<file path="config.mk">
export PLATFORM = sky130hd
export DESIGN_NAME = two_button_press_classifier_core
export DESIGN_NICKNAME = d
export VERILOG_FILES = /design/src/sv/tbpc_pkg.sv /design/src/sv/two_button_press_classifier_core.sv
export SDC_FILE = /design/constraint.sdc
export NUM_CORES = 1
export LEC_CHECK = 0
export BUFFER_PORTS_ARGS = -buffer_cell sky130_fd_sc_hd__buf_4
export CORE_ASPECT_RATIO = 1.1
export CORE_MARGIN = 4
export CORE_UTILIZATION = 60
export DETAILED_ROUTE_END_ITERATION = 10
export PLACE_DENSITY = 0.87
export SLEW_MARGIN = 0
export SYNTH_ARGS = -nofsm -noshare
export SYNTH_HDL_FRONTEND = slang
export SYNTH_SLANG_ARGS = --single-unit
</file>
<file path="constraint.sdc">
create_clock -name clk -period 16.65 [get_ports clk]
set_input_delay 0 -clock clk [delete_from_list [all_inputs] [get_ports clk]]
set_output_delay 0 -clock clk [all_outputs]
set_load 0.01 [all_outputs]
</file>
<file path="src/sv/tbpc_pkg.sv">
// Shared types and constants for the two-button press classifier.
package tbpc_pkg;

    // Register field widths
    localparam int PERIOD_W   = 10;
    localparam int DEBOUNCE_W = 10;
    localparam int LONG_W     = 14;
    localparam int WINDOW_W   = 14;

    // Configuration write channel
    localparam int CFG_IDX_W  = 8;
    localparam int CFG_DATA_W = 16;

    localparam logic [CFG_IDX_W-1:0] REG_SAMPLE_PERIOD = 8'd0;
    localparam logic [CFG_IDX_W-1:0] REG_DEBOUNCE      = 8'd1;
    localparam logic [CFG_IDX_W-1:0] REG_LONG_PRESS    = 8'd2;
    localparam logic [CFG_IDX_W-1:0] REG_BOTH_WINDOW   = 8'd3;

    // Register reset values
    localparam logic [PERIOD_W-1:0]   RST_SAMPLE_PERIOD = 10'd50;
    localparam logic [DEBOUNCE_W-1:0] RST_DEBOUNCE      = 10'd50;
    localparam logic [LONG_W-1:0]     RST_LONG_PRESS    = 14'd600;
    localparam logic [WINDOW_W-1:0]   RST_BOTH_WINDOW   = 14'd500;

    typedef enum logic [2:0] {
        EV_NONE    = 3'd0,
        EV_SHORT_A = 3'd1,
        EV_SHORT_B = 3'd2,
        EV_LONG_A  = 3'd3,
        EV_LONG_B  = 3'd4,
        EV_BOTH    = 3'd5
    } press_event_t;

endpackage

</file>
<file path="src/sv/two_button_press_classifier_core.sv">
// Two-button short/long press classifier, top level.
//
//  channel | dir | handshake            | payload
//  --------+-----+----------------------+---------------------------------------
//  s_*     | in  | s_tvalid / s_tready  | s_tdata[0] level_a, [1] level_b
//  m_*     | out | m_tvalid / m_tready  | m_tdata[2:0] press_event
//  cfg_*   | in  | cfg_valid / cfg_ready| cfg_index register, cfg_data value
//
//  One request per clock sustained while m_tready keeps the result draining; an
//  accepted input passes the input register, then classify logic into the result register.
//  The rate is set by the state update: time, hold and debounce registers
//  are read and written by the same classify stage.
//  rst_n clears all state but the payload registers asynchronously: time and
//  stamps to zero, buttons released and not held, registers to their defaults.
//  A stalled m_tready holds the result; the input register fills and then
//  s_tready drops. cfg_ready is always high.
module two_button_press_classifier_core
    import tbpc_pkg::*;
#(
    parameter int TIME_BITS = 32
)
(
    input  logic                  clk,
    input  logic                  rst_n,

    input  logic                  s_tvalid,
    output logic                  s_tready,
    input  logic [7:0]            s_tdata,    // [0] level_a, [1] level_b, [7:2] zero

    output logic                  m_tvalid,
    input  logic                  m_tready,
    output logic [7:0]            m_tdata,    // [2:0] press_event, [7:3] zero

    input  logic                  cfg_valid,
    output logic                  cfg_ready,
    input  logic [CFG_IDX_W-1:0]  cfg_index,
    input  logic [CFG_DATA_W-1:0] cfg_data
);

    typedef logic [TIME_BITS-1:0] time_t;

    // Configuration registers
    logic [PERIOD_W-1:0]   period_reg;
    logic [DEBOUNCE_W-1:0] debounce_reg;
    logic [LONG_W-1:0]     long_reg;
    logic [WINDOW_W-1:0]   window_reg;

    // Input register
    logic       in_valid_reg;
    logic [1:0] lvl_reg;

    // Result register
    logic         out_valid_reg;
    press_event_t event_reg;
    press_event_t event_next;

    // Classifier state, index 0 is button A, 1 is button B
    time_t      time_reg,  time_next;
    time_t      last_reg  [2];
    time_t      last_next [2];
    time_t      hold_reg  [2];
    time_t      hold_next [2];
    logic [1:0] held_reg,  held_next;
    logic [1:0] prev_reg,  prev_next;

    logic advance;
    logic fire;

    assign cfg_ready = 1'b1;

    // Result stage moves when empty or being drained
    assign advance  = !out_valid_reg || m_tready;
    assign fire     = in_valid_reg && advance;
    assign s_tready = !in_valid_reg || advance;

    assign m_tvalid = out_valid_reg;
    assign m_tdata  = {5'd0, event_reg};

    // Classify one sample against the state
    always_comb
    begin
        logic [1:0] chg;
        logic [1:0] short_rel;
        time_t      diff;
        time_t      mag;
        time_t      el0;
        time_t      el1;
        logic       long0;
        logic       long1;

        time_next  = time_reg + time_t'(period_reg);
        last_next  = last_reg;
        hold_next  = hold_reg;
        held_next  = held_reg;
        prev_next  = prev_reg;
        event_next = EV_NONE;

        for (int i = 0; i < 2; i++)
        begin
            // accepted level change: differs and debounce time has passed
            chg[i] = (lvl_reg[i] != prev_reg[i]) &&
                     ((time_next - last_reg[i]) > time_t'(debounce_reg));
            short_rel[i] = chg[i] && lvl_reg[i] &&
                           ((time_next - hold_reg[i]) < time_t'(long_reg));
        end

        if (chg[0])
        begin
            last_next[0] = time_next;
            if (!lvl_reg[0])
            begin
                hold_next[0] = time_next;
                held_next[0] = 1'b1;
            end
            else
            begin
                held_next[0] = 1'b0;
                prev_next[0] = 1'b1;
            end
        end

        // a short A ends the sample; button B is not looked at
        if (!short_rel[0] && chg[1])
        begin
            last_next[1] = time_next;
            if (!lvl_reg[1])
            begin
                hold_next[1] = time_next;
                held_next[1] = 1'b1;
            end
            else
            begin
                held_next[1] = 1'b0;
                prev_next[1] = 1'b1;
            end
        end

        // long-hold checks on the updated stamps
        diff  = hold_next[0] - hold_next[1];
        mag   = diff[TIME_BITS-1] ? (time_t'(0) - diff) : diff;
        el0   = time_next - hold_next[0];
        el1   = time_next - hold_next[1];
        long0 = el0 > time_t'(long_reg);
        long1 = el1 > time_t'(long_reg);

        if (short_rel[0])
        begin
            event_next = EV_SHORT_A;
        end
        else if (short_rel[1])
        begin
            event_next = EV_SHORT_B;
        end
        else if (held_next[0] && held_next[1] && (mag < time_t'(window_reg)) &&
                 long0 && long1)
        begin
            held_next  = 2'b00;
            event_next = EV_BOTH;
        end
        else if (held_next[0] && !held_next[1] && long0)
        begin
            held_next[0] = 1'b0;
            event_next   = EV_LONG_A;
        end
        else if (held_next[1] && !held_next[0] && long1)
        begin
            held_next[1] = 1'b0;
            event_next   = EV_LONG_B;
        end
        else
        begin
            prev_next = lvl_reg;
        end
    end

    always_ff @(posedge clk or negedge rst_n)
    begin
        if (!rst_n)
        begin
            period_reg    <= RST_SAMPLE_PERIOD;
            debounce_reg  <= RST_DEBOUNCE;
            long_reg      <= RST_LONG_PRESS;
            window_reg    <= RST_BOTH_WINDOW;
            in_valid_reg  <= 1'b0;
            out_valid_reg <= 1'b0;
            time_reg      <= '0;
            last_reg[0]   <= '0;
            last_reg[1]   <= '0;
            hold_reg[0]   <= '0;
            hold_reg[1]   <= '0;
            held_reg      <= 2'b00;
            prev_reg      <= 2'b11;
        end
        else
        begin
            if (cfg_valid && cfg_ready)
            begin
                case (cfg_index)
                    REG_SAMPLE_PERIOD: period_reg   <= cfg_data[PERIOD_W-1:0];
                    REG_DEBOUNCE:      debounce_reg <= cfg_data[DEBOUNCE_W-1:0];
                    REG_LONG_PRESS:    long_reg     <= cfg_data[LONG_W-1:0];
                    REG_BOTH_WINDOW:   window_reg   <= cfg_data[WINDOW_W-1:0];
                    default:           ;
                endcase
            end

            if (s_tvalid && s_tready)
            begin
                in_valid_reg <= 1'b1;
            end
            else if (advance)
            begin
                in_valid_reg <= 1'b0;
            end

            if (advance)
            begin
                out_valid_reg <= in_valid_reg;
            end

            if (fire)
            begin
                time_reg  <= time_next;
                last_reg  <= last_next;
                hold_reg  <= hold_next;
                held_reg  <= held_next;
                prev_reg  <= prev_next;
            end
        end
    end

    // Payload registers, no reset
    always_ff @(posedge clk)
    begin
        if (s_tvalid && s_tready)
        begin
            lvl_reg <= s_tdata[1:0];
        end
        if (fire)
        begin
            event_reg <= event_next;
        end
    end

    // Time moves by exactly one sample period per classified request
    a_time_step: assert property (@(posedge clk) disable iff (!rst_n)
        fire |=> time_reg == $past(time_next))
        else $error("time did not advance by one sample period");

    // A short A, long A or both event always leaves button A not held
    a_a_cleared: assert property (@(posedge clk) disable iff (!rst_n)
        fire && (event_next == EV_SHORT_A || event_next == EV_LONG_A ||
                 event_next == EV_BOTH) |=> !held_reg[0])
        else $error("button A still held after its event");

    // Input side stalls only with both stages full and the output blocked
    a_stall_cause: assert property (@(posedge clk) disable iff (!rst_n)
        !s_tready |-> in_valid_reg && out_valid_reg && !m_tready)
        else $error("input stalled without a blocked result");

    // A classified sample shows up on the output on the next cycle
    a_result_loaded: assert property (@(posedge clk) disable iff (!rst_n)
        fire |=> m_tvalid && m_tdata[2:0] == $past(event_next))
        else $error("classified result not presented");

endmodule
</file>
==> results.md, run 1 <==
* Synth Area in XOR/XNOR at 0.0658
* Die Area at 0.0471 sq mm
* Data arrival, critical path at 16.19 ns
* Critical Path RT at 17.15 ns
* Setup TNS at 0 ns
* Crit-path most repeated cell: a21oi_1
* Predominant post-synthesis flop cell: dfrtp_1
* Synth area leaders: dfrtp_1 (19%), ha_1 (15%), a21oi_1 (5.5%), o21ai_0 (4.8%), nand2_1 (4.5%)
* FF-to-FF path depth at 62
* CTS tree: yes
* CP Max Fanout at 31
* Netlist cell types at 104
* Hold path depth at 5
* Tcrit/Tclk final at 0.943
* DRC Markers at 0
* Setup bufs post-CTS at 0
* Avg WL per Cell at 18.8 microns
* Synth area leader: dfrtp_1
* Synth Area in Adders at 0.157
* First-pass GRT wire length at 122,000 microns
* Setup CP Type: flop to flop
* Final Slew Violations at 0
* Origin of the critical flop-to-flop path: period_reg[0]$_DFFE_PN0P_
* Vias per cell at 6.36
* Total grt overflow at 0
* Syn. warnings at 0
* Clk_lat worst skew at 0.57 ns
* HPWL after DPL at 58,500 microns
* Antenna diodes at 0
* Clk root buf: clkbuf_16
* RSZ-0062 raised after global routing: false
* Slowest cell on the critical path: a2111oi_0
* Drt total wl at 74,800 microns
* Port bufs at 33
* Status: complete, no violations
* Vias in the first global route at 24,900
* R2R setup slack at 0.95 ns
* Complex-gate fraction of the synthesized area at 0.256
* Final setup violation count at 0
* Initial antenna violation count at 1
* CTS sink cnt at 219
* Width of the die at 207 microns
* Count leader, synth: ha_1
* Die Y at 227 microns
* Tmin final at 15.70 ns
* Post-synthesis sequential area ratio at 0.211
* Filler cell count at 3,644
* Post-Synth Simple-Gate Area at 0.201
* Final Hold Viols at 0
* Syn_area_per_cell at 7.76 sq um
* Worst reg2reg path endpoint: prev_reg[1]$_DFFE_PN1P_
* Slew HR at 0.333
* Post-synthesis mux area share at 0.0486
* Commonest cells in the netlist: ha_1 (317), nand2_1 (315), a21oi_1 (290), inv_1 (278), nor2_1 (271)
* Nets at 3,751
* Fmax at 63.7 MHz
* Vias at 25,300
* Initial Util at 0.605
* CTS HTree Levels at 1
* Post-synthesis cell count at 3,380
* CP Launch Type: flop
* GPL Wtd Cong at 1.02
* Row count at 80
* Max Clock Skew at 0.0179 ns
* Drt pass-1 iters at 5
* I/O Pins at 48
* Core area at 0.0433 sq mm
* Fraction of layout cells with a size suffix above 1 at 0.0774
* Global-route usage over all layers at 0.306
* Hold_sp: cfg_index[5]
* Crit. End Element: flop
* Bufs on Longest Clock Path at 3
* Post-synth EDFFs at 5
* Hold EP: period_reg[4]$_DFFE_PN1P_
* Synth top area share at 0.187
* Count of state elements after synthesis at 219
* Reg clk slew, reported paths at 0.07 ns
* Synth-to-layout area growth at 7.53%
* DRT antenna net count at 0
* Largest net degree at the start of global routing at 97
* Post-synth ARST share at 0.977
* Worst path max stage delay at 0.77 ns
* Largest family of logic cells by synthesized area: compound AO/OA/AOI/OAI gates
* Hold/Removal Path Class: input port to flop
* Area of the mapped netlist at 0.0262 sq mm
* Worst slew pin tran at 1.00 ns
* TritonCTS buffer count at 26
* MaxCap Viol Count at 0
* DR iter-0 viols at 2,003
[worst max-delay path: cells and delay by family, from the launching register on]
| family | cells | cell delay (ns) |
|---|---|---|
| AOI/OAI and AO/OA | 32 | 7.72 |
| xor gates and xnor gates | 1 | 0.12 |
| adders and majority gates | 5 | 1.77 |
| buffers and inverters | 4 | 1.22 |
| DFF | 1 | 0.38 |
| muxes | 1 | 0.20 |
| and+or+nand+nor | 19 | 4.21 |
[cells by family after synthesis]
kind of cell / count (synthesis)
other: 2
and+or+nand+nor: 1080
DFF: 219
buffers and inverters: 401
adders and majority gates: 325
AOI/OAI and AO/OA: 1037
muxes: 119
xor gates and xnor gates: 197
[worst max-delay path by stage]
stage                                         start                      end  slack (ns)
after global routing      period_reg[0]$_DFFE_PN0P_  prev_reg[1]$_DFFE_PN1P_        0.16
final                     period_reg[0]$_DFFE_PN0P_  prev_reg[1]$_DFFE_PN1P_        0.95
after CTS                 period_reg[0]$_DFFE_PN0P_  prev_reg[1]$_DFFE_PN1P_        1.11
after floorplan           period_reg[0]$_DFFE_PN0P_  prev_reg[0]$_DFFE_PN1P_        3.38
after global placement    period_reg[0]$_DFFE_PN0P_  prev_reg[0]$_DFFE_PN1P_        1.64
after detailed placement  period_reg[0]$_DFFE_PN0P_  prev_reg[1]$_DFFE_PN1P_        1.27
[stage by stage]
stage	setup WS [ns]	utilization	area, sq um	std cells	hold slack, ns
after floorplan	3.38	-	26200	3384	-0.296
after global placement	1.64	0.623	27000	3911	-0.0237
after detailed placement	1.27	0.623	27000	3911	-0.0226
after CTS	1.11	0.651	28200	3983	0.123
after global routing	0.160	0.651	28200	3983	0.157
final	0.953	0.651	28200	3983	0.145
[cell type report]
cell class,instances,area (sq um),area share
multi-input combinational,2764,19200,0.679
sequential,219,5530,0.196
clock buffer,30,706,0.0250
inverter,278,1040,0.0370
tap,574,718,0.0255
timing repair buffer,100,836,0.0296
clock inverter,18,220,0.00781
[timing repair]
item	4_1_cts	5_1_grt
hold buffers	24	0
endpoints found under the setup margin	0	2
gates resized for setup	0	1
hold endpoints to repair	118	0
[metal layers]
layer / vias up / wire, microns / global-route usage
met3: 244 / 4360 / 0.0258
li1: 12300 / - / -
met2: 892 / 35600 / 0.549
met5: - / 14 / 0
met4: 2 / 4130 / 0.147
met1: 11900 / 30700 / 0.376
[placed cells by master (no fill, tap or decap), types with 44 or more instances in the layout]
| cell | instances |
|---|---|
| nand3_1 | 70 |
| dfrtp_1 | 196 |
| xnor2_1 | 131 |
| a21o_1 | 75 |
| o211ai_1 | 46 |
| xor2_1 | 66 |
| nand2_1 | 313 |
| o21ai_0 | 249 |
| mux2i_1 | 52 |
| nand4_1 | 64 |
| buf_4 | 75 |
| mux2_2 | 67 |
| nor2_1 | 270 |
| nand2b_1 | 44 |
| inv_1 | 278 |
| nor3_1 | 74 |
| ha_1 | 317 |
| o21a_1 | 64 |
| a21oi_1 | 290 |
Power of run 1 is not shown: default switching activity piles up to over one toggle a cycle in this logic, so the estimate is an artifact.
==> run 2: changes to the inputs <==
- CORE_ASPECT_RATIO: 1.1 -> 1.4
==> results.md, run 2 (synthesis results as in run 1) <==
* CP Max Fanout at 47 (+52%)
* Port bufs at 33 (unchanged)
* GPL Wtd Cong at 1.01 (-0.60%)
* Width of the die at 185 microns (-11%)
* Drt pass-1 iters at 6 (+1)
* Synth-to-layout area growth at 7.34%
* Bufs on Longest Clock Path at 3 (unchanged)
* Crit. End Element: flop
* Status: complete, no violations
* Vias in the first global route at 25,300 (+1.5%)
* TritonCTS buffer count at 25 (-3.8%)
* Final Slew Violations at 0 (unchanged)
* Most common cell after layout, fill and taps aside: ha_1
* Vias at 25,600 (+1.1%)
* Vias per cell at 6.47 (+1.7%)
* RSZ-0062 raised after global routing: false
* Clk_lat worst skew at 0.57 ns (about the same)
* Tcrit/Tclk final at 0.932 (-0.0103)
* Avg WL per Cell at 19.7 microns (+4.9%)
* Setup TNS at 0 ns (unchanged)
* Largest net degree at the start of global routing at 100 (+3.1%)
* Critical Path RT at 17.13 ns (-0.02 ns)
* Cell Area, Placed at 0.0270 sq mm (about the same)
* I/O Pins at 48 (unchanged)
* Final Hold Viols at 0 (unchanged)
* Cell area after layout at 0.0282 sq mm (-0.18%)
* First-pass GRT wire length at 125,000 microns (+3.1%)
* Row count at 90 (+13%)
* DRC Markers at 0 (unchanged)
* Initial antenna violation count at 1 (unchanged)
* Top delay family on crit path: compound AO/OA/AOI/OAI gates
* CP Buf/Inv Count at 4 (unchanged)
* CTS HTree Levels at 1 (unchanged)
* Tmin final at 15.53 ns (-0.172 ns)
* Initial Util at 0.608 (+0.00298)
* Slowest cell on the critical path: or4_4
* Setup CP Type: flop to flop
* DRT antenna net count at 0 (unchanged)
* Crit-path most repeated cell: a21oi_1
* HPWL after DPL at 61,100 microns (+4.4%)
* Worst slew pin tran at 0.970 ns (-0.0310 ns)
* Worst path max stage delay at 0.60 ns (-0.17 ns)
* Max Clock Skew at 0.0370 ns (+0.0192 ns)
* Antenna diodes at 0 (unchanged)
* Hold/Removal Path Class: input port to asynchronous set/reset pin
* Clk root buf: clkbuf_16
* Filler cell count at 3,573 (-1.9%)
* MaxCap Viol Count at 0 (unchanged)
* Slew HR at 0.348 (+0.0147)
* Fmax at 64.4 MHz (+1.1%)
* CTS tree: yes
* CTS sink cnt at 219 (unchanged)
* Reg clk slew, reported paths at 0.07 ns (about the same)
* Nets at 3,751 (unchanged)
* Fraction of layout cells with a size suffix above 1 at 0.0781 (+0.000610)
* Die Area at 0.0472 sq mm (about the same)
* Global-route usage over all layers at 0.322 (+0.0151)
* Data arrival, critical path at 16.00 ns (-0.19 ns)
* Core area at 0.0431 sq mm (-0.49%)
* DR iter-0 viols at 1,868 (-6.7%)
* Drt total wl at 78,100 microns (+4.3%)
* Commonest cells after routing, fill and taps aside: ha_1 (317), nand2_1 (313), a21oi_1 (290)
* Final setup violation count at 0 (unchanged)
* Die Y at 255 microns (+12%)
* Total grt overflow at 0 (unchanged)
* CP Launch Type: flop
[run 2: changes by cell type in the layout (fill, tap and decap cells not counted), sizes merged]
cell and change:
buf +2, clkbuf +4, inv +1, dlygate4sd3 -1, clkinv -2, clkinvlp -5
[run 2: area by class of cell]
class	count	area (sq um)	area share
flip-flops and latches	219	5530	0.196
inverters	278	1040	0.0371
multi-input cells	2764	19200	0.681
clock buffers	34	719	0.0256
repair buffers	101	821	0.0292
clock inverters	12	184	0.00653
well taps	552	691	0.0245
[run 2: layer usage]
layer  part of all wire  vias to the layer above  GRT usage
met1               0.38                    12200      0.364
met2               0.50                      888      0.582
met5                  0                        -          0
met4              0.070                        0      0.185
li1                   -                    12300          -
met3              0.051                      282     0.0296
[run 2: worst paths after layout]
| path | start | to | slack, ns | cells after the start |
|---|---|---|---|---|
| setup reg to reg | time_reg[0]$_DFFE_PN0P_ | prev_reg[1]$_DFFE_PN1P_ | 1.12 | 60 |
| min in group clk | cfg_index[2] | period_reg[0]$_DFFE_PN0P_ | 0.15 | 5 |
| max in group asynchronous | rst_n | time_reg[11]$_DFFE_PN0P_ | 15.21 | 3 |
| hold / removal | rst_n | window_reg[1]$_DFFE_PN0P_ | 0.10 | 2 |
| hold reg to reg | time_reg[7]$_DFFE_PN0P_ | time_reg[7]$_DFFE_PN0P_ | 0.48 | 2 |
| setup / recovery | time_reg[0]$_DFFE_PN0P_ | prev_reg[1]$_DFFE_PN1P_ | 1.12 | 60 |
[run 2: through the flow]
stage	cells	worst slack [ns]	hold slack, ns	utilization
floorplan	3384	3.38	-0.296	-
global placement	3892	1.31	0.0956	0.626
detailed placement	3892	0.964	0.102	0.626
CTS	3960	0.845	0.108	0.652
global route	3960	0.0577	0.163	0.653
finish	3960	1.12	0.104	0.653
[run 2: what timing repair did]
action	4_1_cts	5_1_grt
setup endpoints to repair	0	6
setup buffers	0	0
hold buffers	22	0
resized for setup	0	3
hold endpoints to repair	151	0
Power of run 2 is left out for the same reason.
